--- src/hw/rtl/smqc_pkg.sv ---
package smqc_pkg;

    // Field widths fixed by the item format
    localparam int unsigned ACTION_W = 2;
    localparam int unsigned CH_W     = 3;
    localparam int unsigned RAW_W    = 10;
    localparam int unsigned VAL_W    = 8;
    localparam int unsigned CFG_W    = 8;
    localparam int unsigned CFG_IDX_W = 3;
    localparam int unsigned CNT_W    = 4;
    localparam int unsigned MATCH_W  = 2;

    // Settling rule
    localparam logic [VAL_W-1:0]   SETTLE_TOL     = 8'd2;
    localparam logic [MATCH_W-1:0] SETTLE_MATCHES = 2'd2;
    localparam logic [MATCH_W-1:0] MATCH_SAT      = 2'd3;
    localparam logic [VAL_W-1:0]   REMAP_VALUE    = 8'd2;

    typedef enum logic [ACTION_W-1:0] {
        ACT_START  = 2'd0,
        ACT_SAMPLE = 2'd1,
        ACT_ENABLE = 2'd2,
        ACT_QUERY  = 2'd3
    } action_t;

    typedef enum logic [1:0] {
        KIND_MEASURED = 2'd0,
        KIND_DISABLED = 2'd1,
        KIND_QUERY    = 2'd2
    } kind_t;

    typedef enum logic [3:0] {
        MS_DISABLED = 4'd0,
        MS_UNSTABLE = 4'd1,
        MS_AIR      = 4'd2,
        MS_VERY_DRY = 4'd3,
        MS_DRY      = 4'd4,
        MS_NORMAL   = 4'd5,
        MS_WET      = 4'd6,
        MS_VERY_WET = 4'd7,
        MS_SHORT    = 4'd8
    } moist_state_t;

    // Configuration register indexes
    typedef enum logic [CFG_IDX_W-1:0] {
        REG_IN_AIR    = 3'd0,
        REG_VERY_DRY  = 3'd1,
        REG_DRY       = 3'd2,
        REG_NORMAL    = 3'd3,
        REG_WET       = 3'd4,
        REG_VERY_WET  = 3'd5,
        REG_MASK      = 3'd6,
        REG_UNUSED    = 3'd7
    } cfg_idx_t;

    // Work carried into the memory stage
    typedef enum logic [1:0] {
        OP_FINISH    = 2'd0,
        OP_DISABLE   = 2'd1,
        OP_QUERY     = 2'd2,
        OP_QUERY_OOR = 2'd3
    } op_t;

endpackage

--- src/hw/rtl/smqc_in_if.sv ---
interface smqc_in_if
    import smqc_pkg::*;
();
    logic               valid;
    logic               ready;
    logic [ACTION_W-1:0] action;
    logic [CH_W-1:0]    channel;
    logic [RAW_W-1:0]   sample;

    modport source (output valid, output action, output channel, output sample, input ready);
    modport sink   (input valid, input action, input channel, input sample, output ready);
endinterface

--- src/hw/rtl/smqc_out_if.sv ---
interface smqc_out_if
    import smqc_pkg::*;
();
    logic             valid;
    logic             ready;
    logic [CH_W-1:0]  out_channel;
    logic [1:0]       kind;
    logic [VAL_W-1:0] moisture_value;
    logic [3:0]       moisture_state;
    logic             state_changed;

    modport source (output valid, output out_channel, output kind, output moisture_value,
                    output moisture_state, output state_changed, input ready);
    modport sink   (input valid, input out_channel, input kind, input moisture_value,
                    input moisture_state, input state_changed, output ready);
endinterface

--- src/hw/rtl/soil_moisture_qualify_classify.sv ---
// Soil moisture qualifier and classifier.
// Requests arrive on meas (action, channel, sample); results leave on result.
// A start request opens a measurement on a channel, sample requests feed it;
// the run settles after two consecutive samples within 2 of the one before,
// or gives the unstable code after MAX_SAMPLES samples. Enable requests mark
// unconnected channels disabled, query requests read back value and state.
// Throughput: one request per cycle while the receiver does not stall. Each
// result is registered first in the memory stage, where the per-channel value
// memory is read, and then in the output register. Requests that cause no
// result simply vanish. The per-channel values live in a synchronous memory
// with one read and one write port; a read-modify-write of the same channel in
// consecutive cycles is forwarded from the write stage.
// Reset clears the measurement state, loads the default thresholds and mask,
// and clears the memory valid bits so every channel reads the unstable code.
// When the receiver stalls, one result waits in the output register and one
// more request is held in the memory stage; meas.ready then drops.
// Configuration writes (cfg_we, cfg_index, cfg_data) take effect at once.
module soil_moisture_qualify_classify
    import smqc_pkg::*;
#(
    parameter int unsigned CHANNELS      = 8,
    parameter int unsigned MAX_SAMPLES   = 12,
    parameter int unsigned DISABLED_CODE = 255,
    parameter int unsigned UNSTABLE_CODE = 254
) (
    input  logic                 clk,
    input  logic                 rst_n,
    smqc_in_if.sink              meas,
    smqc_out_if.source           result,
    input  logic                 cfg_we,
    input  logic [CFG_IDX_W-1:0] cfg_index,
    input  logic [CFG_W-1:0]     cfg_data
);

    localparam int unsigned ADDR_W = (CHANNELS > 1) ? $clog2(CHANNELS) : 1;
    localparam logic [VAL_W-1:0] DIS_V  = VAL_W'(DISABLED_CODE);
    localparam logic [VAL_W-1:0] UNST_V = VAL_W'(UNSTABLE_CODE);
    localparam logic [CNT_W-1:0] MAX_C  = CNT_W'(MAX_SAMPLES);

    // Configuration registers
    logic [CFG_W-1:0] lvl_air_reg, lvl_vdry_reg, lvl_dry_reg;
    logic [CFG_W-1:0] lvl_norm_reg, lvl_wet_reg, lvl_vwet_reg;
    logic [CFG_W-1:0] mask_reg;

    always_ff @(posedge clk or negedge rst_n)
    begin
        if (!rst_n)
        begin
            lvl_air_reg  <= 8'd240;
            lvl_vdry_reg <= 8'd200;
            lvl_dry_reg  <= 8'd160;
            lvl_norm_reg <= 8'd120;
            lvl_wet_reg  <= 8'd80;
            lvl_vwet_reg <= 8'd40;
            mask_reg     <= 8'd255;
        end
        else if (cfg_we)
        begin
            unique case (cfg_idx_t'(cfg_index))
                REG_IN_AIR:   lvl_air_reg  <= cfg_data;
                REG_VERY_DRY: lvl_vdry_reg <= cfg_data;
                REG_DRY:      lvl_dry_reg  <= cfg_data;
                REG_NORMAL:   lvl_norm_reg <= cfg_data;
                REG_WET:      lvl_wet_reg  <= cfg_data;
                REG_VERY_WET: lvl_vwet_reg <= cfg_data;
                REG_MASK:     mask_reg     <= cfg_data;
                REG_UNUSED:   ;
            endcase
        end
    end

    function automatic moist_state_t classify(input logic [VAL_W-1:0] v);
        moist_state_t s;
        priority if (v == DIS_V)        s = MS_DISABLED;
        else if (v == UNST_V)           s = MS_UNSTABLE;
        else if (v > lvl_air_reg)       s = MS_AIR;
        else if (v > lvl_vdry_reg)      s = MS_VERY_DRY;
        else if (v > lvl_dry_reg)       s = MS_DRY;
        else if (v > lvl_norm_reg)      s = MS_NORMAL;
        else if (v > lvl_wet_reg)       s = MS_WET;
        else if (v > lvl_vwet_reg)      s = MS_VERY_WET;
        else                            s = MS_SHORT;
        return s;
    endfunction

    // Measurement run state
    logic               busy_reg, busy_next;
    logic [CH_W-1:0]    act_ch_reg, act_ch_next;
    logic [VAL_W-1:0]   prev_reg, prev_next;
    logic [CNT_W-1:0]   cnt_reg, cnt_next;
    logic [MATCH_W-1:0] match_reg, match_next;

    // Memory stage
    logic               s1_valid_reg;
    op_t                s1_op_reg;
    logic [CH_W-1:0]    s1_ch_reg;
    logic [VAL_W-1:0]   s1_val_reg;
    logic               s1_hit_reg;
    logic [VAL_W-1:0]   s1_fwd_reg;

    // Output register
    logic               out_valid_reg;
    logic [CH_W-1:0]    out_ch_reg;
    kind_t              out_kind_reg;
    logic [VAL_W-1:0]   out_val_reg;
    moist_state_t       out_state_reg;
    logic               out_chg_reg;

    // Channel value memory with reset valid bits
    logic [VAL_W-1:0]    mem [CHANNELS];
    logic [CHANNELS-1:0] mem_valid_reg;
    logic [VAL_W-1:0]    rd_data_reg;
    logic                rd_valid_reg;

    logic               acc, s1_adv, in_range;
    logic               s0_issue, do_sample;
    op_t                s0_op;
    logic [CH_W-1:0]    s0_ch;
    logic [VAL_W-1:0]   s0_val;
    logic [ADDR_W-1:0]  rd_addr, wr_addr;
    logic               wr_en, s1_write, res_en;
    logic [VAL_W-1:0]   wr_data;

    logic [VAL_W-1:0]   cur, diff, base_prev;
    logic [CNT_W-1:0]   base_cnt, cnt_inc;
    logic [MATCH_W-1:0] base_match, m;

    assign s1_adv     = s1_valid_reg && (!out_valid_reg || result.ready);
    assign meas.ready = !s1_valid_reg || s1_adv;
    assign acc        = meas.valid && meas.ready;
    assign in_range   = ({1'b0, meas.channel} < 4'(CHANNELS));
    assign cur        = meas.sample[RAW_W-1:2];

    // Request decode and sample qualification
    always_comb
    begin
        busy_next   = busy_reg;
        act_ch_next = act_ch_reg;
        prev_next   = prev_reg;
        cnt_next    = cnt_reg;
        match_next  = match_reg;
        s0_issue    = 1'b0;
        s0_op       = OP_QUERY;
        s0_ch       = meas.channel;
        s0_val      = cur;
        do_sample   = 1'b0;
        base_prev   = prev_reg;
        base_cnt    = cnt_reg;
        base_match  = match_reg;
        diff        = '0;
        m           = '0;
        cnt_inc     = '0;

        unique case (action_t'(meas.action))
            ACT_START:
            begin
                if (in_range)
                begin
                    do_sample   = 1'b1;
                    busy_next   = 1'b1;
                    act_ch_next = meas.channel;
                    base_prev   = '0;
                    base_cnt    = '0;
                    base_match  = '0;
                end
            end
            ACT_SAMPLE:
            begin
                do_sample = busy_reg;
            end
            ACT_ENABLE:
            begin
                if (in_range && !mask_reg[meas.channel])
                begin
                    s0_issue = 1'b1;
                    s0_op    = OP_DISABLE;
                end
            end
            ACT_QUERY:
            begin
                s0_issue = 1'b1;
                s0_op    = in_range ? OP_QUERY : OP_QUERY_OOR;
            end
        endcase

        if (do_sample)
        begin
            s0_ch   = act_ch_next;
            s0_op   = OP_FINISH;
            diff    = (cur >= base_prev) ? (cur - base_prev) : (base_prev - cur);
            cnt_inc = base_cnt + 1'b1;
            m       = base_match;
            if (diff <= SETTLE_TOL)
            begin
                if ((base_cnt != '0) && (base_match < MATCH_SAT))
                    m = base_match + 1'b1;
            end
            else
                m = '0;
            match_next = m;

            if ((diff <= SETTLE_TOL) && (m == SETTLE_MATCHES))
            begin
                // settled: reserved codes fold onto the remap value
                s0_issue  = 1'b1;
                s0_val    = ((cur == DIS_V) || (cur == UNST_V)) ? REMAP_VALUE : cur;
                busy_next = 1'b0;
                prev_next = base_prev;
                cnt_next  = base_cnt;
            end
            else
            begin
                prev_next = cur;
                cnt_next  = cnt_inc;
                if (cnt_inc >= MAX_C)
                begin
                    s0_issue  = 1'b1;
                    s0_val    = UNST_V;
                    busy_next = 1'b0;
                end
            end
        end
    end

    assign rd_addr = s0_ch[ADDR_W-1:0];

    always_ff @(posedge clk or negedge rst_n)
    begin
        if (!rst_n)
        begin
            busy_reg   <= 1'b0;
            act_ch_reg <= '0;
            prev_reg   <= '0;
            cnt_reg    <= '0;
            match_reg  <= '0;
        end
        else if (acc)
        begin
            busy_reg   <= busy_next;
            act_ch_reg <= act_ch_next;
            prev_reg   <= prev_next;
            cnt_reg    <= cnt_next;
            match_reg  <= match_next;
        end
    end

    // Memory stage: resolve old value, forward a same-edge write
    logic [VAL_W-1:0] old_val;
    moist_state_t     old_state, new_state;

    assign old_val   = s1_hit_reg ? s1_fwd_reg : (rd_valid_reg ? rd_data_reg : UNST_V);
    assign old_state = classify(old_val);
    assign new_state = classify(s1_val_reg);

    always_comb
    begin
        res_en   = 1'b1;
        s1_write = 1'b0;
        wr_data  = s1_val_reg;
        unique case (s1_op_reg)
            OP_FINISH:    s1_write = 1'b1;
            OP_DISABLE:
            begin
                res_en   = (old_val != DIS_V);
                s1_write = res_en;
                wr_data  = DIS_V;
            end
            OP_QUERY:     ;
            OP_QUERY_OOR: ;
        endcase
    end

    assign wr_en   = s1_adv && s1_write;
    assign wr_addr = s1_ch_reg[ADDR_W-1:0];

    always_ff @(posedge clk or negedge rst_n)
    begin
        if (!rst_n)
            s1_valid_reg <= 1'b0;
        else if (meas.ready)
            s1_valid_reg <= acc && s0_issue;
    end

    always_ff @(posedge clk)
    begin
        if (acc && s0_issue)
        begin
            s1_op_reg  <= s0_op;
            s1_ch_reg  <= s0_ch;
            s1_val_reg <= s0_val;
            s1_hit_reg <= wr_en && (wr_addr == rd_addr);
            s1_fwd_reg <= wr_data;
        end
    end

    // Value memory
    always_ff @(posedge clk)
    begin
        if (wr_en)
            mem[wr_addr] <= wr_data;
        if (acc && s0_issue)
            rd_data_reg <= mem[rd_addr];
    end

    always_ff @(posedge clk or negedge rst_n)
    begin
        if (!rst_n)
        begin
            mem_valid_reg <= '0;
            rd_valid_reg  <= 1'b0;
        end
        else
        begin
            if (wr_en)
                mem_valid_reg[wr_addr] <= 1'b1;
            if (acc && s0_issue)
                rd_valid_reg <= mem_valid_reg[rd_addr];
        end
    end

    // Output register
    always_ff @(posedge clk or negedge rst_n)
    begin
        if (!rst_n)
            out_valid_reg <= 1'b0;
        else if (s1_adv)
            out_valid_reg <= res_en;
        else if (result.ready)
            out_valid_reg <= 1'b0;
    end

    always_ff @(posedge clk)
    begin
        if (s1_adv)
        begin
            out_ch_reg <= s1_ch_reg;
            unique case (s1_op_reg)
                OP_FINISH:
                begin
                    out_kind_reg  <= KIND_MEASURED;
                    out_val_reg   <= s1_val_reg;
                    out_state_reg <= new_state;
                    out_chg_reg   <= (old_state != new_state);
                end
                OP_DISABLE:
                begin
                    out_kind_reg  <= KIND_DISABLED;
                    out_val_reg   <= DIS_V;
                    out_state_reg <= MS_DISABLED;
                    out_chg_reg   <= 1'b1;
                end
                OP_QUERY:
                begin
                    out_kind_reg  <= KIND_QUERY;
                    out_val_reg   <= old_val;
                    out_state_reg <= old_state;
                    out_chg_reg   <= 1'b0;
                end
                OP_QUERY_OOR:
                begin
                    out_kind_reg  <= KIND_QUERY;
                    out_val_reg   <= DIS_V;
                    out_state_reg <= MS_DISABLED;
                    out_chg_reg   <= 1'b0;
                end
            endcase
        end
    end

    assign result.valid          = out_valid_reg;
    assign result.out_channel    = out_ch_reg;
    assign result.kind           = out_kind_reg;
    assign result.moisture_value = out_val_reg;
    assign result.moisture_state = out_state_reg;
    assign result.state_changed  = out_chg_reg;

endmodule

--- src/flat_wrapper.sv ---
// flat-port wrapper written by rule: the top's interface ports become plain ports
module soil_moisture_qualify_classify_flat import smqc_pkg::*;
#(
    parameter int unsigned CHANNELS      = 8,
    parameter int unsigned MAX_SAMPLES   = 12,
    parameter int unsigned DISABLED_CODE = 255,
    parameter int unsigned UNSTABLE_CODE = 254
)
  (clk, rst_n, cfg_we, cfg_index, cfg_data, meas_valid, meas_action, meas_channel, meas_sample, meas_ready, result_valid, result_out_channel, result_kind, result_moisture_value, result_moisture_state, result_state_changed, result_ready);
  smqc_in_if meas_i ();
  smqc_out_if result_i ();
  input  logic clk;
  input  logic rst_n;
  input  logic cfg_we;
  input  logic [CFG_IDX_W-1:0] cfg_index;
  input  logic [CFG_W-1:0] cfg_data;
  input wire logic [$bits(meas_i.valid)-1:0] meas_valid;
  input wire logic [$bits(meas_i.action)-1:0] meas_action;
  input wire logic [$bits(meas_i.channel)-1:0] meas_channel;
  input wire logic [$bits(meas_i.sample)-1:0] meas_sample;
  output wire logic [$bits(meas_i.ready)-1:0] meas_ready;
  output wire logic [$bits(result_i.valid)-1:0] result_valid;
  output wire logic [$bits(result_i.out_channel)-1:0] result_out_channel;
  output wire logic [$bits(result_i.kind)-1:0] result_kind;
  output wire logic [$bits(result_i.moisture_value)-1:0] result_moisture_value;
  output wire logic [$bits(result_i.moisture_state)-1:0] result_moisture_state;
  output wire logic [$bits(result_i.state_changed)-1:0] result_state_changed;
  input wire logic [$bits(result_i.ready)-1:0] result_ready;
  assign meas_i.valid = meas_valid;
  assign meas_i.action = meas_action;
  assign meas_i.channel = meas_channel;
  assign meas_i.sample = meas_sample;
  assign meas_ready = meas_i.ready;
  assign result_valid = result_i.valid;
  assign result_out_channel = result_i.out_channel;
  assign result_kind = result_i.kind;
  assign result_moisture_value = result_i.moisture_value;
  assign result_moisture_state = result_i.moisture_state;
  assign result_state_changed = result_i.state_changed;
  assign result_i.ready = result_ready;
  soil_moisture_qualify_classify #(.CHANNELS(CHANNELS), .MAX_SAMPLES(MAX_SAMPLES), .DISABLED_CODE(DISABLED_CODE), .UNSTABLE_CODE(UNSTABLE_CODE)) u_core (.clk(clk), .rst_n(rst_n), .meas(meas_i), .result(result_i), .cfg_we(cfg_we), .cfg_index(cfg_index), .cfg_data(cfg_data));
endmodule
--- config.mk ---
export PLATFORM = sky130hd
export DESIGN_NAME = soil_moisture_qualify_classify_flat
export DESIGN_NICKNAME = d
export VERILOG_FILES = /design/src/hw/rtl/smqc_pkg.sv /design/src/hw/rtl/smqc_in_if.sv /design/src/hw/rtl/smqc_out_if.sv /design/src/hw/rtl/soil_moisture_qualify_classify.sv /design/src/flat_wrapper.sv
export SDC_FILE = /design/constraint.sdc
export NUM_CORES = 1
export LEC_CHECK = 0
export BUFFER_PORTS_ARGS = -buffer_cell sky130_fd_sc_hd__buf_2
export CAP_MARGIN = 20
export CORE_ASPECT_RATIO = 1.75
export CORE_MARGIN = 5
export CORE_UTILIZATION = 58
export CTS_BUF_LIST = sky130_fd_sc_hd__clkbuf_8
export DETAILED_ROUTE_END_ITERATION = 8
export PLACE_DENSITY = 0.76
export SYNTH_ARGS = -nofsm -noshare
export SYNTH_HDL_FRONTEND = slang
export SYNTH_SLANG_ARGS = --single-unit
--- constraint.sdc ---
create_clock -name clk -period 3.7 [get_ports clk]
set_input_delay 0.74 -clock clk [delete_from_list [all_inputs] [get_ports clk]]
set_output_delay 0.74 -clock clk [all_outputs]
set_load 0.02 [all_outputs]
== After elaboration in Yosys (flattened, before gate mapping) ==
Memories as Yosys holds them, arrays and structs flattened. A register that Yosys moved wholly into a read port is not among the register bits.
Index checks and enable logic that the tools add are counted.
Cells by class
  $add $sub $neg: 4
  $mul: 0
  div/mod/pow operators: 0
  order comparisons: 20
  equal/unequal tests: 22
  shift operators: 0
  muxes and demuxes: 62
  bitwise logic cells: 2
  reduce and logical (&&, ||, !) cells: 29
Operators by type and width (number)
  $gt A8 B8 Y1: 12
  $mux W8: 10
  $mux W4: 18
  $eq A8 B8 Y1 const B: 6
  $pmux W8 S3: 1
  $mux W1: 16
  $reduce_and A2 Y1: 8
  $sub A8 B8 Y8: 2
  $lt A3 B4 Y1 const B: 3
  $mux W2: 6
  $pmux W4 S3: 1
  $eq A2 B2 Y1 const B: 5
  $eq A3 B3 Y1 const B: 3
  $ge A8 B8 Y1: 1
  $le A8 B2 Y1 const B: 1
  $logic_and A1 B1 Y1: 8
  $ne A8 B8 Y1 const B: 1
  $or A8 B8 Y8: 1
  $bmux W1 S3: 2
  $eq A3 B2 Y1 const B: 2
  $mux W3: 2
  $pmux W1 S2: 3
  $pmux W2 S3: 1
  $reduce_or A2 Y1: 3
  other kinds (18): 23
Storage, ports and cells
  register bits after elaboration: 125
  bits in latches: 0
  memory bits (writable): 64
  ROM bits: 0
  input bits: 31
  memories kept: 1
Memories
  u_core.mem: depth 8, bits a word 8, rd ports 1, clocked after Yosys merged registers in 1, write ports 1, RTL line soil_moisture_qualify_classify.sv:110  | logic [VAL_W-1:0] mem [CHANNELS];

== Logic depth before layout (Yosys ltp) ==
Gate-level depths: netlist (run 1).
  word-level depth: 13
  gate-level depth with buffers: 17

== Worst setup path before layout (run 1) ==
Ideal clock, no wire load.
  path kind: input-to-reg
  from: input meas_action[0]
  to: register u_core.rd_data_reg[0] (read register of u_core.mem) (enable)
  setup time: 0.385 ns
  data arrival time: 3.920 ns
  setup slack: -0.605 ns
  stages: 15
  cell sequence: buf_2 -> or2_1 -> buf_2 -> clkbuf_1 -> nand2_1 -> inv_1 -> ha_1 -> nor2b_1 -> o21ai_0 -> o2111ai_1 -> a2111oi_2 -> o211ai_1 -> o221ai_1 -> a21boi_1 -> inv_1
On the way
  word-level cells in the longest chain between the ends: 12
  elaborated cells between the ends (all ways): 31
  classes of those cells: add/sub (4); order compare (4); eq/ne (4); mux (14); reduce/logical (5)
RTL lines
  start: declaration: RTL line flat_wrapper.sv:18  | input wire logic [$bits(meas_i.action)-1:0] meas_action;
  $logic_not A2 Y1: RTL line soil_moisture_qualify_classify.sv:154  | unique case (action_t'(meas.action))
  $mux W8 (tied with other cells): RTL line soil_moisture_qualify_classify.sv:154
  $sub A8 B8 Y8 (tied with other cells): RTL line soil_moisture_qualify_classify.sv:190  | diff = (cur >= base_prev) ? (cur - base_prev) : (base_prev - cur);
  $mux W8 or $logic_and A1 B1 Y1 (tied branches): RTL line soil_moisture_qualify_classify.sv:190, soil_moisture_qualify_classify.sv:195
  $le A8 B2 Y1 or $mux W2 (tied branches): RTL line soil_moisture_qualify_classify.sv:193, soil_moisture_qualify_classify.sv:202, soil_moisture_qualify_classify.sv:195
  $mux W2: RTL line soil_moisture_qualify_classify.sv:193  | if (diff <= SETTLE_TOL)
  $mux W2: RTL line soil_moisture_qualify_classify.sv:186  | if (do_sample)
  $eq A2 B2 Y1: RTL line soil_moisture_qualify_classify.sv:202  | if ((diff <= SETTLE_TOL) && (m == SETTLE_MATCHES))
  $logic_and A1 B1 Y1: RTL line soil_moisture_qualify_classify.sv:202
  $mux W1: RTL line soil_moisture_qualify_classify.sv:202
  $mux W1: RTL line soil_moisture_qualify_classify.sv:186
  $logic_and A1 B1 Y1: RTL line soil_moisture_qualify_classify.sv:301  | if (acc && s0_issue)
  end: declaration: RTL line soil_moisture_qualify_classify.sv:112  | logic [VAL_W-1:0] rd_data_reg;
Parallel ways exist; a longest one is shown, timed or not. The select of a mux whose other input is x is not followed.
A chain may end at the register's enable or synchronous reset.

== Worst setup path after layout (run 1) ==
  from: register u_core.s1_hit_reg
  to: register u_core.out_chg_reg, in the netlist u_core.result.state_changed (data pin)
On the way
  word-level cells in the longest chain between the ends: 12
  elaborated cells between the ends (all ways): 19
  classes of those cells: order compare (6); eq/ne (3); mux (10)
RTL lines
  start: declaration: RTL line soil_moisture_qualify_classify.sv:98  | logic s1_hit_reg;
  start signal: assignment: RTL line soil_moisture_qualify_classify.sv:291  | s1_hit_reg <= wr_en && (wr_addr == rd_addr);
  $mux W8 (*): RTL line soil_moisture_qualify_classify.sv:251  | assign old_val = s1_hit_reg ? s1_fwd_reg : (rd_valid_reg ? rd_data_reg : UNST_V);
  $gt A8 B8 Y1: RTL line soil_moisture_qualify_classify.sv:81  | else if (v > lvl_vwet_reg) s = MS_VERY_WET;
  $mux W4: RTL line soil_moisture_qualify_classify.sv:81
  $mux W4: RTL line soil_moisture_qualify_classify.sv:80  | else if (v > lvl_wet_reg) s = MS_WET;
  $mux W4: RTL line soil_moisture_qualify_classify.sv:79  | else if (v > lvl_norm_reg) s = MS_NORMAL;
  $mux W4: RTL line soil_moisture_qualify_classify.sv:78  | else if (v > lvl_dry_reg) s = MS_DRY;
  $mux W4: RTL line soil_moisture_qualify_classify.sv:77  | else if (v > lvl_vdry_reg) s = MS_VERY_DRY;
  $mux W4: RTL line soil_moisture_qualify_classify.sv:76  | else if (v > lvl_air_reg) s = MS_AIR;
  $mux W4: RTL line soil_moisture_qualify_classify.sv:75  | else if (v == UNST_V) s = MS_UNSTABLE;
  $mux W4 (*): RTL line soil_moisture_qualify_classify.sv:74  | priority if (v == DIS_V) s = MS_DISABLED;
  $ne A4 B4 Y1 (*): RTL line soil_moisture_qualify_classify.sv:343  | out_chg_reg <= (old_state != new_state);
  $pmux W1 S3 (*): RTL line soil_moisture_qualify_classify.sv:337  | unique case (s1_op_reg)
  end signal: assignment: RTL line soil_moisture_qualify_classify.sv:343
  end: declaration: RTL line soil_moisture_qualify_classify.sv:107  | logic out_chg_reg;
Every way passes the cells marked *; elsewhere a longest branch is shown, timed or not.

==> out/summary.md, run 1 <==
The flow ran to the end, and the final reports show no timing, DRC or antenna violations. The utilization after layout is 0.6588, and the final clock skew is 0.01823 ns. Count of max-cap constraint violations: 0. The tools report the number of nets with antenna violations after detailed routing as 0.

Setup repair after global routing left no endpoint under its margin. Met1 usage in global routing: 0.2670. Detailed routing inserted a total of 8578 vias. The clock sink count came out at 197. Global route total overflow: 0. The internal power summed over all cells is 4.866 mW. Synthesis instantiated 80 different standard cells from the library.

The area of the die is 22680 um^2. The switching share of power works out to 0.3823. The post-synth design cell area is 11410 um^2, and the fraction of synthesis flops using an asynchronous set or reset pin is 0.4315. For the number of global-route vias before repair, the log shows 8790. Post-detailed-placement half-perimeter wirelength: 20570 um. The most used flip-flop cell after synthesis is sky130_fd_sc_hd__edfxtp_1.

Share of final-layout standard cells stronger than drive strength 1: 0.2136. The relative max-transition margin came out at 0.3829. The repair_antennas step left the layout with diodes totalling 0.

The logs give 0.418 for the combinational cell fraction of total power and 554 for the detailed router's first-iteration violation count. The number of hold violations in the final report was 0; the number of port buffers was 48. The cell count after synthesis came out at 1072. Number of nets in the synthesized netlist: 1219. After layout, the minimum clock period comes to 3.553 ns. TritonCTS built the clock tree. The logs give 0 for the remaining design rule violation count and 4 for the total number of H-tree levels. Largest fanout of any net on the critical path: 12. After detailed placement, the total cell area comes to 12450 um^2.

The data arrival time of the critical path is 3.79 ns, and the number of flip-flops in the largest register is 64. The flip-flop and latch count after synthesis came out at 197. The pin count of the biggest net entering global routing was 68. Kind of start point of the critical path: a register. For this run, the post-layout net count is 1328. The run gives 1533 as the number of fill cells in the layout. The part of the cycle the worst path needs works out to 0.9603. The placer's final routability congestion estimate came out at 0.9271. Across all hold checks on the routed design, the worst slack comes to 0.3657 ns.

Warning count from the yosys run: 0. The register bank with the most flops was u_core.mem. Type of the tightest min-delay check: input pin to async pin.

The CTS root buffer is sky130_fd_sc_hd__clkbuf_8. The tools report the post-synthesis sequential area ratio as 0.4841. Cell taking the most area after synthesis: sky130_fd_sc_hd__edfxtp_1.

For the post-CTS repair timing setup buffer count, the log shows 0. The layer flagged by global routing as most heavily used is met2. The clock passes through at most 2 buffers.

The die is 116.0 um wide. Cell with the most instances after synthesis: sky130_fd_sc_hd__nand2_1. The met3 global-route usage was 0.04589. Power density over cell area: 611.1 nW/um^2. After synthesis, the cell types taking the most area are sky130_fd_sc_hd__edfxtp_1 (29%), sky130_fd_sc_hd__dfrtp_1 (13%), sky130_fd_sc_hd__ha_1 (13%). The portion of synthesized cell area occupied by the leading cell type is 0.2949, and the routed via count divided by cell count is 5.961. For the worst-skew pair, the clock arrives at the later sink with an insertion delay of 0.51 ns. The tools report the starting density of the core as 0.5829.

In the synthesized netlist, the cells that appear most often are sky130_fd_sc_hd__nand2_1 (150), sky130_fd_sc_hd__ha_1 (114), sky130_fd_sc_hd__edfxtp_1 (112). The first-pass GRT wire length was 44170 um; the slew at the pin closest to its max-slew limit was 0.9222 ns. The number of top-level pins was 51.

A synthesized cell averages 10.64 um^2. Data on the critical path is required at its endpoint by 3.93 ns. Dividing the detail-routed wire length by the instance count gives 19.27 um. Summed over all layers, the routed wires come to 27730 um. The run gives 0.2560 as the global router's overall resource usage. The tools report the sequential share of power as 0.393.

In this run, post-CTS hold repair placed 0 buffers. The fraction of met2 tracks used by global routing was 0.4662; the final non-filler cell area was 12890 um^2. The run gives 281.4 MHz as the achievable frequency.

Measured along the y axis, the die boundary spans 195.5 um. The worst-case vdd ir drop is 0.0003667 V, and the total net switching power is 3.012 mW. Compared with the post-synthesis result, the final layout area differs by 13.02%.

The fraction of power consumed by the clock network was 0.189; the quantity of gates resized following cts was 0. The final count of pins violating max slew came out at 0. For this design the static power due to leakage is 5.450 nW. Type of element capturing the critical path: a register. The first TritonRoute pass finished after 5 iterations. The path type of the worst setup path is register to register.

The initial antenna violation count came out at 0. After clock tree synthesis, the clock-pin slew on the worst setup and hold paths is 0.11 ns. The region available for standard cell placement spans 19570 um^2. Setup violations remaining at the end of the flow were counted as 0. The site row count is 68, and the number of synthesized flops with an enable pin is 112.

The TritonCTS buffer count was 17.
[worst max-delay path, stage by stage (launching register included)]
cell and delay [ns]:
sky130_fd_sc_hd__edfxtp_1 0.48, sky130_fd_sc_hd__buf_4 0.22, sky130_fd_sc_hd__nor2b_1 0.15, sky130_fd_sc_hd__nor2_1 0.71, sky130_fd_sc_hd__ha_1 0.40, sky130_fd_sc_hd__o211ai_1 0.11, sky130_fd_sc_hd__a21oi_1 0.09, sky130_fd_sc_hd__o22a_1 0.25
sky130_fd_sc_hd__nor4b_1 0.31, sky130_fd_sc_hd__buf_4 0.18, sky130_fd_sc_hd__xnor2_1 0.05, sky130_fd_sc_hd__o21ai_0 0.18, sky130_fd_sc_hd__a41oi_1 0.16
[power groups by stage]
stage | clock network, mW | logic [mW] | registers [mW]
after floorplan | 0 | 2.15 | 3.14
after global placement | 0 | 3.13 | 3.13
after detailed placement | 0 | 3.26 | 3.14
after CTS | 1.51 | 3.28 | 3.09
after global routing | 1.61 | 3.66 | 3.14
final | 1.49 | 3.29 | 3.10
[cell type report]
cell class	count	area, um^2	area share
well taps	245	306.5	0.02378
inverters	86	326.6	0.02533
flip-flops and latches	197	5522	0.4283
multi-input cells	755	5460	0.4236
repair buffers	124	838.3	0.06503
clock inverters	13	176.4	0.01369
clock buffers	19	261.5	0.02029
[final timing paths]
check | from | to | slack [ns] | depth (start not counted)
min | rst_n | u_core.lvl_wet_reg[5] | 0.37 | 1
min reg2reg | u_core.mem_valid_reg[0] | u_core.mem_valid_reg[0] | 0.48 | 1
max in group asynchronous | rst_n | u_core.lvl_dry_reg[5] | 2.55 | 2
min in group clk | u_core.mem_valid_reg[0] | u_core.mem_valid_reg[0] | 0.48 | 1
max | u_core.s1_hit_reg | u_core.result.state_changed | 0.15 | 12
max reg2reg | u_core.s1_hit_reg | u_core.result.state_changed | 0.15 | 12
[kinds of logic after synthesis]
logic type / share of synthesized area
AND/OR/NAND/NOR: 0.1617
multiplexers: 0.05452
adder cells (fa/ha/maj): 0.1286
buffers and inverters: 0.04256
XOR/XNOR: 0.007679
AO/OA/AOI/OAI: 0.1209
flip-flops: 0.4841
[routing by layer]
layer | vias up | routed length, um
met2 | 223 | 14900
li1 | 4108 | -
met4 | 0 | 1596
met1 | 4147 | 10210
met5 | - | 0
met3 | 100 | 1027
[stage by stage]
step,setup WS [ns],setup TNS [ns],std cells,power (mW)
final,0.1468,0,1439,7.878
after global routing,0.01575,0,1439,8.407
after CTS,0.2169,0,1439,7.888
after detailed placement,-0.2033,-7.417,1407,6.398
after global placement,-0.1483,-4.877,1407,6.260
after floorplan,-0.3602,-10.83,1072,5.288
[layout by cell type (no fill, tap or decap), types with 7 or more instances in the layout]
master / Yosys / layout
sky130_fd_sc_hd__o211ai_1: 15 / 15
sky130_fd_sc_hd__mux2i_1: 10 / 8
sky130_fd_sc_hd__buf_4: 1 / 75
sky130_fd_sc_hd__dfstp_2: 25 / 25
sky130_fd_sc_hd__nand3_1: 52 / 52
sky130_fd_sc_hd__a21oi_1: 54 / 54
sky130_fd_sc_hd__clkbuf_8: 0 / 19
sky130_fd_sc_hd__mux2_2: 32 / 32
sky130_fd_sc_hd__nor2b_1: 23 / 23
sky130_fd_sc_hd__o22ai_1: 8 / 7
sky130_fd_sc_hd__nand2b_1: 15 / 15
sky130_fd_sc_hd__buf_2: 7 / 47
sky130_fd_sc_hd__edfxtp_1: 112 / 112
sky130_fd_sc_hd__ha_1: 114 / 114
sky130_fd_sc_hd__nand4_1: 27 / 27
sky130_fd_sc_hd__or2_2: 8 / 8
sky130_fd_sc_hd__mux2_1: 9 / 9
sky130_fd_sc_hd__o21ai_0: 70 / 69
sky130_fd_sc_hd__nor2_1: 27 / 27
sky130_fd_sc_hd__dfrtp_1: 60 / 60
sky130_fd_sc_hd__a2bb2oi_1: 8 / 8
sky130_fd_sc_hd__inv_1: 82 / 81
sky130_fd_sc_hd__a31oi_1: 7 / 7
sky130_fd_sc_hd__xnor2_1: 7 / 7
sky130_fd_sc_hd__nand2_1: 150 / 148
Power figures use the tool's default switching activity.
==> run 2: changes to the inputs <==
--- a/config.mk
+++ b/config.mk
@@ -7,12 +7,14 @@
 export LEC_CHECK = 0
 export BUFFER_PORTS_ARGS = -buffer_cell sky130_fd_sc_hd__buf_2
 export CAP_MARGIN = 20
+export CELL_PAD_IN_SITES_DETAIL_PLACEMENT = 1
+export CELL_PAD_IN_SITES_GLOBAL_PLACEMENT = 1
 export CORE_ASPECT_RATIO = 1.75
 export CORE_MARGIN = 5
-export CORE_UTILIZATION = 58
+export CORE_UTILIZATION = 52
 export CTS_BUF_LIST = sky130_fd_sc_hd__clkbuf_8
 export DETAILED_ROUTE_END_ITERATION = 8
-export PLACE_DENSITY = 0.76
+export PLACE_DENSITY_LB_ADDON = 0.1
 export SYNTH_ARGS = -nofsm -noshare
 export SYNTH_HDL_FRONTEND = slang
 export SYNTH_SLANG_ARGS = --single-unit
==> out/summary.md, run 2 (synthesized netlist as in run 1, its figures left out) <==
The run finished with clean final reports. The data arrival time of the critical path is 3.90 ns (+0.11 ns), and the total number of H-tree levels is 4 (unchanged). The number of top-level pins came out at 51 (unchanged). For the placer's final routability congestion estimate, the log shows 0.8889 (-4.1%). The run gives 197 (unchanged) as the clock sink count.

The top cell types in the final layout, fill and taps aside, are sky130_fd_sc_hd__nand2_1 (148), sky130_fd_sc_hd__ha_1 (114), sky130_fd_sc_hd__edfxtp_1 (112), sky130_fd_sc_hd__inv_1 (82), sky130_fd_sc_hd__buf_4 (78). The tools report the number of setup violations in the final report as 0 (unchanged). The worst-path cell with the longest stage delay is sky130_fd_sc_hd__or2_1.

Leading cell type in the layout, fill and taps excluded: sky130_fd_sc_hd__nand2_1. Delay contributed by the slowest stage of the critical path: 0.40 ns (-0.31 ns). The number of nets with antenna violations after detailed routing came out at 0 (unchanged). The leakage power of the design is 5.441 nW (-0.15%). The worst setup path is launched from an input pin. The overall routed net length came out at 33030 um (+19%). The power density over cell area came out at 615.8 nW/um^2 (+0.76%). The number of nets in the layout is 1331 (+0.23%), and the number of flip-flops in the largest register is 64 (unchanged).

The final critical path time including I/O delays and setup was 3.536 ns (-0.01705 ns). The path type of the worst setup path is input pin to register. The number of global-route vias before repair is 9773 (+11%), and the share of final-layout standard cells stronger than drive strength 1 is 0.2172 (+0.003642). Compared with the post-synthesis result, the final layout area differs by 13.46%. The starting density of the core came out at 0.5284 (-0.05449). TritonCTS built the clock tree. The area of the die is 25110 um^2 (+11%). The run gives 0 (unchanged) as the post-cts hold buffer count. The global router's overall resource usage was 0.2763 (+0.02034). The relative max-transition margin was 0.4003 (+0.01739); the post-detailed-placement half-perimeter wirelength was 24410 um (+19%).

The achievable frequency is 282.8 MHz (+0.48%), and the part of the cycle the worst path needs is 0.9557 (-0.004609). The final worst setup slack came out at 0.1638 ns (+0.01705 ns). The detailed router's first-iteration violation count is 432 (-22%).

The tools report the CTS root buffer as sky130_fd_sc_hd__clkbuf_8. The mean routed wirelength per cell is 22.18 um (+15%), and the final count of pins violating max slew is 0 (unchanged). The critical path goes through buf_2 > or2_1 > nand2_4 > inv_1 > ha_1 > nor2b_1 > o21ai_1 > o2111ai_1 > a2111oi_2 > o211ai_1 > buf_4 > o22ai_4 > buf_12 > nor2_8 > mux2_1. The site row count is 71 (+4.4%), and the count of max-cap constraint violations is 0 (unchanged). The utilization after layout was 0.5995 (-0.05927); the clock latency on the worst-skew pair was 0.49 ns (-0.02 ns). Number of hold violations in the final report: 0 (unchanged). Core region area: 21590 um^2 (+10%). The tools report the remaining design rule violation count as 0 (unchanged). Pin count of the biggest net entering global routing: 68 (unchanged). Counting flops per register, the top entry is u_core.mem. The die height is 205.9 um (+5.3%). The type of element capturing the critical path was a register.

The run gives 0 (unchanged) as the number of antenna cells inserted. For the minimum setup slack among reg-to-reg paths, the log shows 0.22 ns (+0.07 ns). The logic depth of the worst register-to-register path was 13 (+1). The worst-case setup slack after placement came out at -0.4158 ns (-0.2125 ns). The post-placement cell count came out at 1452 (+3.2%). The TritonCTS buffer count is 17 (unchanged), and the accumulated negative setup slack is 0 ns (unchanged). The run gives 1489 (+3.5%) as the number of standard cells in the layout, taps in and fillers out. The worst hold path belongs to the class input pin to async pin. The global route total overflow was 0 (unchanged); the final clock skew was 0.01178 ns (-0.006448 ns). The routed via count divided by cell count works out to 5.981 (+0.33%). The buffer levels on the longest clock path was 2 (unchanged); the die width was 122.0 um (+5.1%). The logs give 4 (-1) for the first-pass iteration count of the detailed router and 2393 (+56%) for the number of fill cells in the layout. First-pass GRT wire length: 52060 um (+18%).

Largest fanout of any net on the critical path: 10 (-2). The tightest hold margin is 0.3749 ns (+0.009184 ns). The clock transition at the register clock pins on the worst setup and hold paths after CTS works out to 0.10 ns (about the same). The run gives 0.0003742 V (+2.1%) as the worst-case vdd ir drop. The number of port buffers came out at 48 (unchanged). The slew at the pin closest to its max-slew limit was 0.8996 ns (-0.02268 ns). The via total after detailed routing came out at 8905 (+3.8%). The required time at the endpoint of the critical path was 4.07 ns (+0.14 ns). For the initial antenna violation count, the log shows 0 (unchanged).
[run 2: changes by cell type in the layout (fill, tap and decap cells not counted), moves of 2 or more]
cell / change
sky130_fd_sc_hd__buf_4: +3
sky130_fd_sc_hd__clkinv_4: +2
sky130_fd_sc_hd__clkinv_8: -3
sky130_fd_sc_hd__clkinvlp_4: +2
sky130_fd_sc_hd__inv_6: -2
[run 2: layout make-up]
cell class	count	area, um^2	share of cell area
Multi-Input combinational cell	755	5473	0.4229
Sequential cell	197	5522	0.4267
Inverter	86	326.6	0.02523
Clock inverter	14	146.4	0.01131
Tap cell	292	365.4	0.02823
Clock buffer	18	247.7	0.01914
Timing Repair Buffer	127	860.8	0.06652
[run 2: timing repair]
action / 4_1_cts / 5_1_grt
endpoints found under the setup margin: 0 / 47
gates resized for setup: 0 / 2
setup buffers: 0 / 5
[run 2: stage by stage]
stage	cell area (um^2)	power (mW)
after detailed placement	12490	6.582
after global placement	12490	6.364
after CTS	12880	7.997
after floorplan	11470	5.288
final	12940	7.969
after global routing	12940	8.499
[run 2: worst max-delay path: cells and delay by family]
family / cells / cell delay (ns)
muxes: 1 / 0.35
adders and majority gates: 1 / 0.30
and+or+nand+nor: 4 / 0.74
buffers and inverters: 4 / 0.52
AOI/OAI and AO/OA: 5 / 1.25
[run 2: worst paths after layout]
path                                                to                    start
setup / recovery                    u_core.prev_reg[1]           meas_action[0]
hold / removal                  u_core.lvl_norm_reg[1]                    rst_n
setup reg to reg           u_core.result.state_changed        u_core.s1_hit_reg
hold reg to reg                u_core.mem_valid_reg[7]  u_core.mem_valid_reg[7]
max in group asynchronous       u_core.lvl_vdry_reg[6]                    rst_n
min in group clk               u_core.mem_valid_reg[7]  u_core.mem_valid_reg[7]
[run 2: power by group]
group          switching (mW)  internal (mW)  leakage (nW)
sequential              0.309           2.86          1.99
clock                   0.826          0.571         0.196
combinational            1.99           1.41          3.25
total                    3.12           4.85          5.44
[run 2: metal layers]
metal	GRT usage	vias up	share of wire
li1	-	4118	-
met3	0.03724	100	0.027
met4	0.1490	0	0.055
met5	0	-	0
met2	0.5348	183	0.56
met1	0.2793	4504	0.35
==> run 3: changes to the inputs <==
--- a/config.mk
+++ b/config.mk
@@ -13,8 +13,9 @@
 export CORE_MARGIN = 5
 export CORE_UTILIZATION = 52
 export CTS_BUF_LIST = sky130_fd_sc_hd__clkbuf_8
+export CTS_CLUSTER_DIAMETER = 50
 export DETAILED_ROUTE_END_ITERATION = 8
-export PLACE_DENSITY_LB_ADDON = 0.1
+export PLACE_DENSITY = 0.8
 export SYNTH_ARGS = -nofsm -noshare
 export SYNTH_HDL_FRONTEND = slang
 export SYNTH_SLANG_ARGS = --single-unit
==> out/summary.md, run 3 (synthesized netlist as in run 1, its figures left out) <==
Register bank with the most flops: u_core.mem. The worst-case setup slack after placement was -0.3324 ns (+0.08343 ns); the total number of H-tree levels was 4 (unchanged). The number of global-route vias before repair came out at 9822 (+0.50%). The run finished with clean final reports.

The die width is 122.0 um (unchanged). The tools report the placer's final routability congestion estimate as 0.8727 (-1.8%). The pin count of the biggest net entering global routing was 60 (-12%). The number of port buffers is 48 (unchanged). The run gives 0 (unchanged) as the global route total overflow.

Setup repair after global routing left no endpoint under its margin. The type of the tightest min-delay check was input pin to async pin. The part of the cycle the worst path needs works out to 0.9512 (-0.004504).

The run gives 0 (unchanged) as the post-CTS repair timing setup buffer count. TritonCTS built the clock tree. The logs give 5.470 nW (+0.53%) for the leakage power of the design and 0.50 ns (about the same) for the clock latency on the worst-skew pair.

The overall power consumption was 8.093 mW (+1.6%). The global router's overall resource usage is 0.2830 (+0.006630), and the number of flip-flops in the largest register is 64 (unchanged). The number of antenna cells inserted is 0 (unchanged), and the initial antenna violation count is 0 (unchanged).

The first-pass iteration count of the detailed router came out at 6 (+2). For the final non-filler cell area, the log shows 12980 um^2 (+0.32%). The number of top-level pins is 51 (unchanged). The detailed router's first-iteration violation count is 477 (+10%).

The die height was 205.9 um (unchanged). The core region area is 21590 um^2 (unchanged), and the via total after detailed routing is 8963 (+0.65%). The final worst setup slack is 0.1805 ns (+0.01666 ns). The clock transition at the register clock pins on the worst setup and hold paths after CTS was 0.11 ns (about the same). Routed via count divided by cell count: 6.007 (+0.45%).

The relative max-transition margin came out at 0.4712 (+0.07094). The worst setup path is launched from an input pin. The share of final-layout standard cells stronger than drive strength 1 is 0.2192 (+0.001957), and the utilization after layout is 0.6014 (+0.001913). The required time at the endpoint of the critical path came out at 3.97 ns (-0.10 ns).

The data arrival time of the critical path is 3.79 ns (-0.11 ns), and the mean routed wirelength per cell is 22.83 um (+2.9%). For the TritonCTS buffer count, the log shows 17 (unchanged). Remaining design rule violation count: 0 (unchanged).

For the starting density of the core, the log shows 0.5284 (unchanged). The worst setup path is of the input pin to register kind. The tools report the achievable frequency as 284.1 MHz (+0.47%).

The run gives 25660 um (+5.1%) as the post-detailed-placement half-perimeter wirelength. The slew at the pin closest to its max-slew limit came out at 0.7932 ns (-0.1064 ns). The number of nets in the layout was 1334 (+0.23%); the final count of pins violating max slew was 0 (unchanged). The tools report the count of max-cap constraint violations as 0 (unchanged). STA classifies the critical path endpoint as a register. The final critical path time including I/O delays and setup was 3.520 ns (-0.01666 ns). Leaving out fill and tap cells, the most frequent cell in the layout is sky130_fd_sc_hd__nand2_1. The first-pass GRT wire length is 53020 um (+1.8%), and the overall routed net length is 34060 um (+3.1%). Number of hold violations in the final report: 0 (unchanged). The site row count is 71 (unchanged). The post-placement cell count was 1460 (+0.55%). The logs give 0.0003850 V (+2.9%) for the worst-case vdd ir drop and 1492 (+0.20%) for the number of standard cells in the layout, taps in and fillers out. Clock tree synthesis selected as its root buffer the cell sky130_fd_sc_hd__clkbuf_8. The power density over cell area works out to 623.4 nW/um^2 (+1.2%). The number of setup violations in the final report is 0 (unchanged), and the layout overhead on the synthesized area is 13.82%.

The tools report the post-place instance area as 12560 um^2 (+0.55%). The largest fanout of any net on the critical path came out at 23 (+13). The tools report the buffer levels on the longest clock path as 2 (unchanged).

The top cell types in the final layout, fill and taps aside, are sky130_fd_sc_hd__nand2_1 (148), sky130_fd_sc_hd__ha_1 (114), sky130_fd_sc_hd__edfxtp_1 (112), sky130_fd_sc_hd__inv_1 (81), sky130_fd_sc_hd__buf_4 (81). The number of nets with antenna violations after detailed routing is 0 (unchanged), and the area of the die is 25110 um^2 (unchanged). Clock sink count: 197 (unchanged). For the final clock skew, the log shows 0.01548 ns (+0.003694 ns).
==> run 3: worst max-delay path, cell delays in order <==
cell and delay, ns:
sky130_fd_sc_hd__buf_2 0.10, sky130_fd_sc_hd__or2_1 0.41, sky130_fd_sc_hd__nand2_4 0.15, sky130_fd_sc_hd__inv_1 0.07, sky130_fd_sc_hd__ha_1 0.29, sky130_fd_sc_hd__nor2b_1 0.13, sky130_fd_sc_hd__o21ai_1 0.27, sky130_fd_sc_hd__a21oi_1 0.14
sky130_fd_sc_hd__o31a_1 0.25, sky130_fd_sc_hd__o211ai_1 0.37, sky130_fd_sc_hd__o221ai_2 0.20, sky130_fd_sc_hd__a21boi_2 0.28, sky130_fd_sc_hd__clkinvlp_4 0.17, sky130_fd_sc_hd__buf_12 0.18
==> run 3: routing by layer <==
metal	GRT usage	share of wire	up-vias
li1	-	-	4118
met1	0.2837	0.35	4524
met2	0.5400	0.56	212
met3	0.04272	0.030	109
met4	0.1667	0.061	0
met5	0	0	-
==> run 3: area by class of cell <==
| class | count | area [um^2] |
|---|---|---|
| Clock buffer | 17 | 234.0 |
| Clock inverter | 15 | 182.7 |
| Fill cell | 2386 | 8605 |
| Inverter | 86 | 326.6 |
| Multi-Input combinational cell | 755 | 5469 |
| Sequential cell | 197 | 5522 |
| Tap cell | 292 | 365.4 |
| Timing Repair Buffer | 130 | 883.3 |
==> run 3: metrics by stage <==
stage	hold WS (ns)	TNS, ns
finish	0.3176	0
global route	0.3542	0
CTS	0.3179	0
detailed placement	0.4536	-14.91
global placement	0.4460	-11.98
floorplan	0.4206	-10.83
==> run 3: power by group <==
part           switching, mW  total (mW)  internal [mW]
clock network          0.881        1.46          0.575
logic                   2.07        3.50           1.43
registers              0.275        3.14           2.86
==> run 3: repair_timing <==
item                                    4_1_cts  5_1_grt
hold buffers                                  0        0
endpoints found under the setup margin        0       24
resized for setup                             0        2
==> run 3: worst paths after layout <==
path / startpoint / endpoint / slack [ns] / cells past startpoint
min reg2reg: u_core.mem_valid_reg[4] / u_core.mem_valid_reg[4] / 0.48 / 1
min: rst_n / u_core.lvl_norm_reg[0] / 0.32 / 1
min in group clk: u_core.mem_valid_reg[4] / u_core.mem_valid_reg[4] / 0.48 / 1
max: meas_action[0] / u_core.rd_data_reg[2] / 0.18 / 14
max in group asynchronous: rst_n / u_core.lvl_wet_reg[6] / 2.64 / 2
max reg2reg: u_core.s1_hit_reg / u_core.result.state_changed / 0.23 / 12
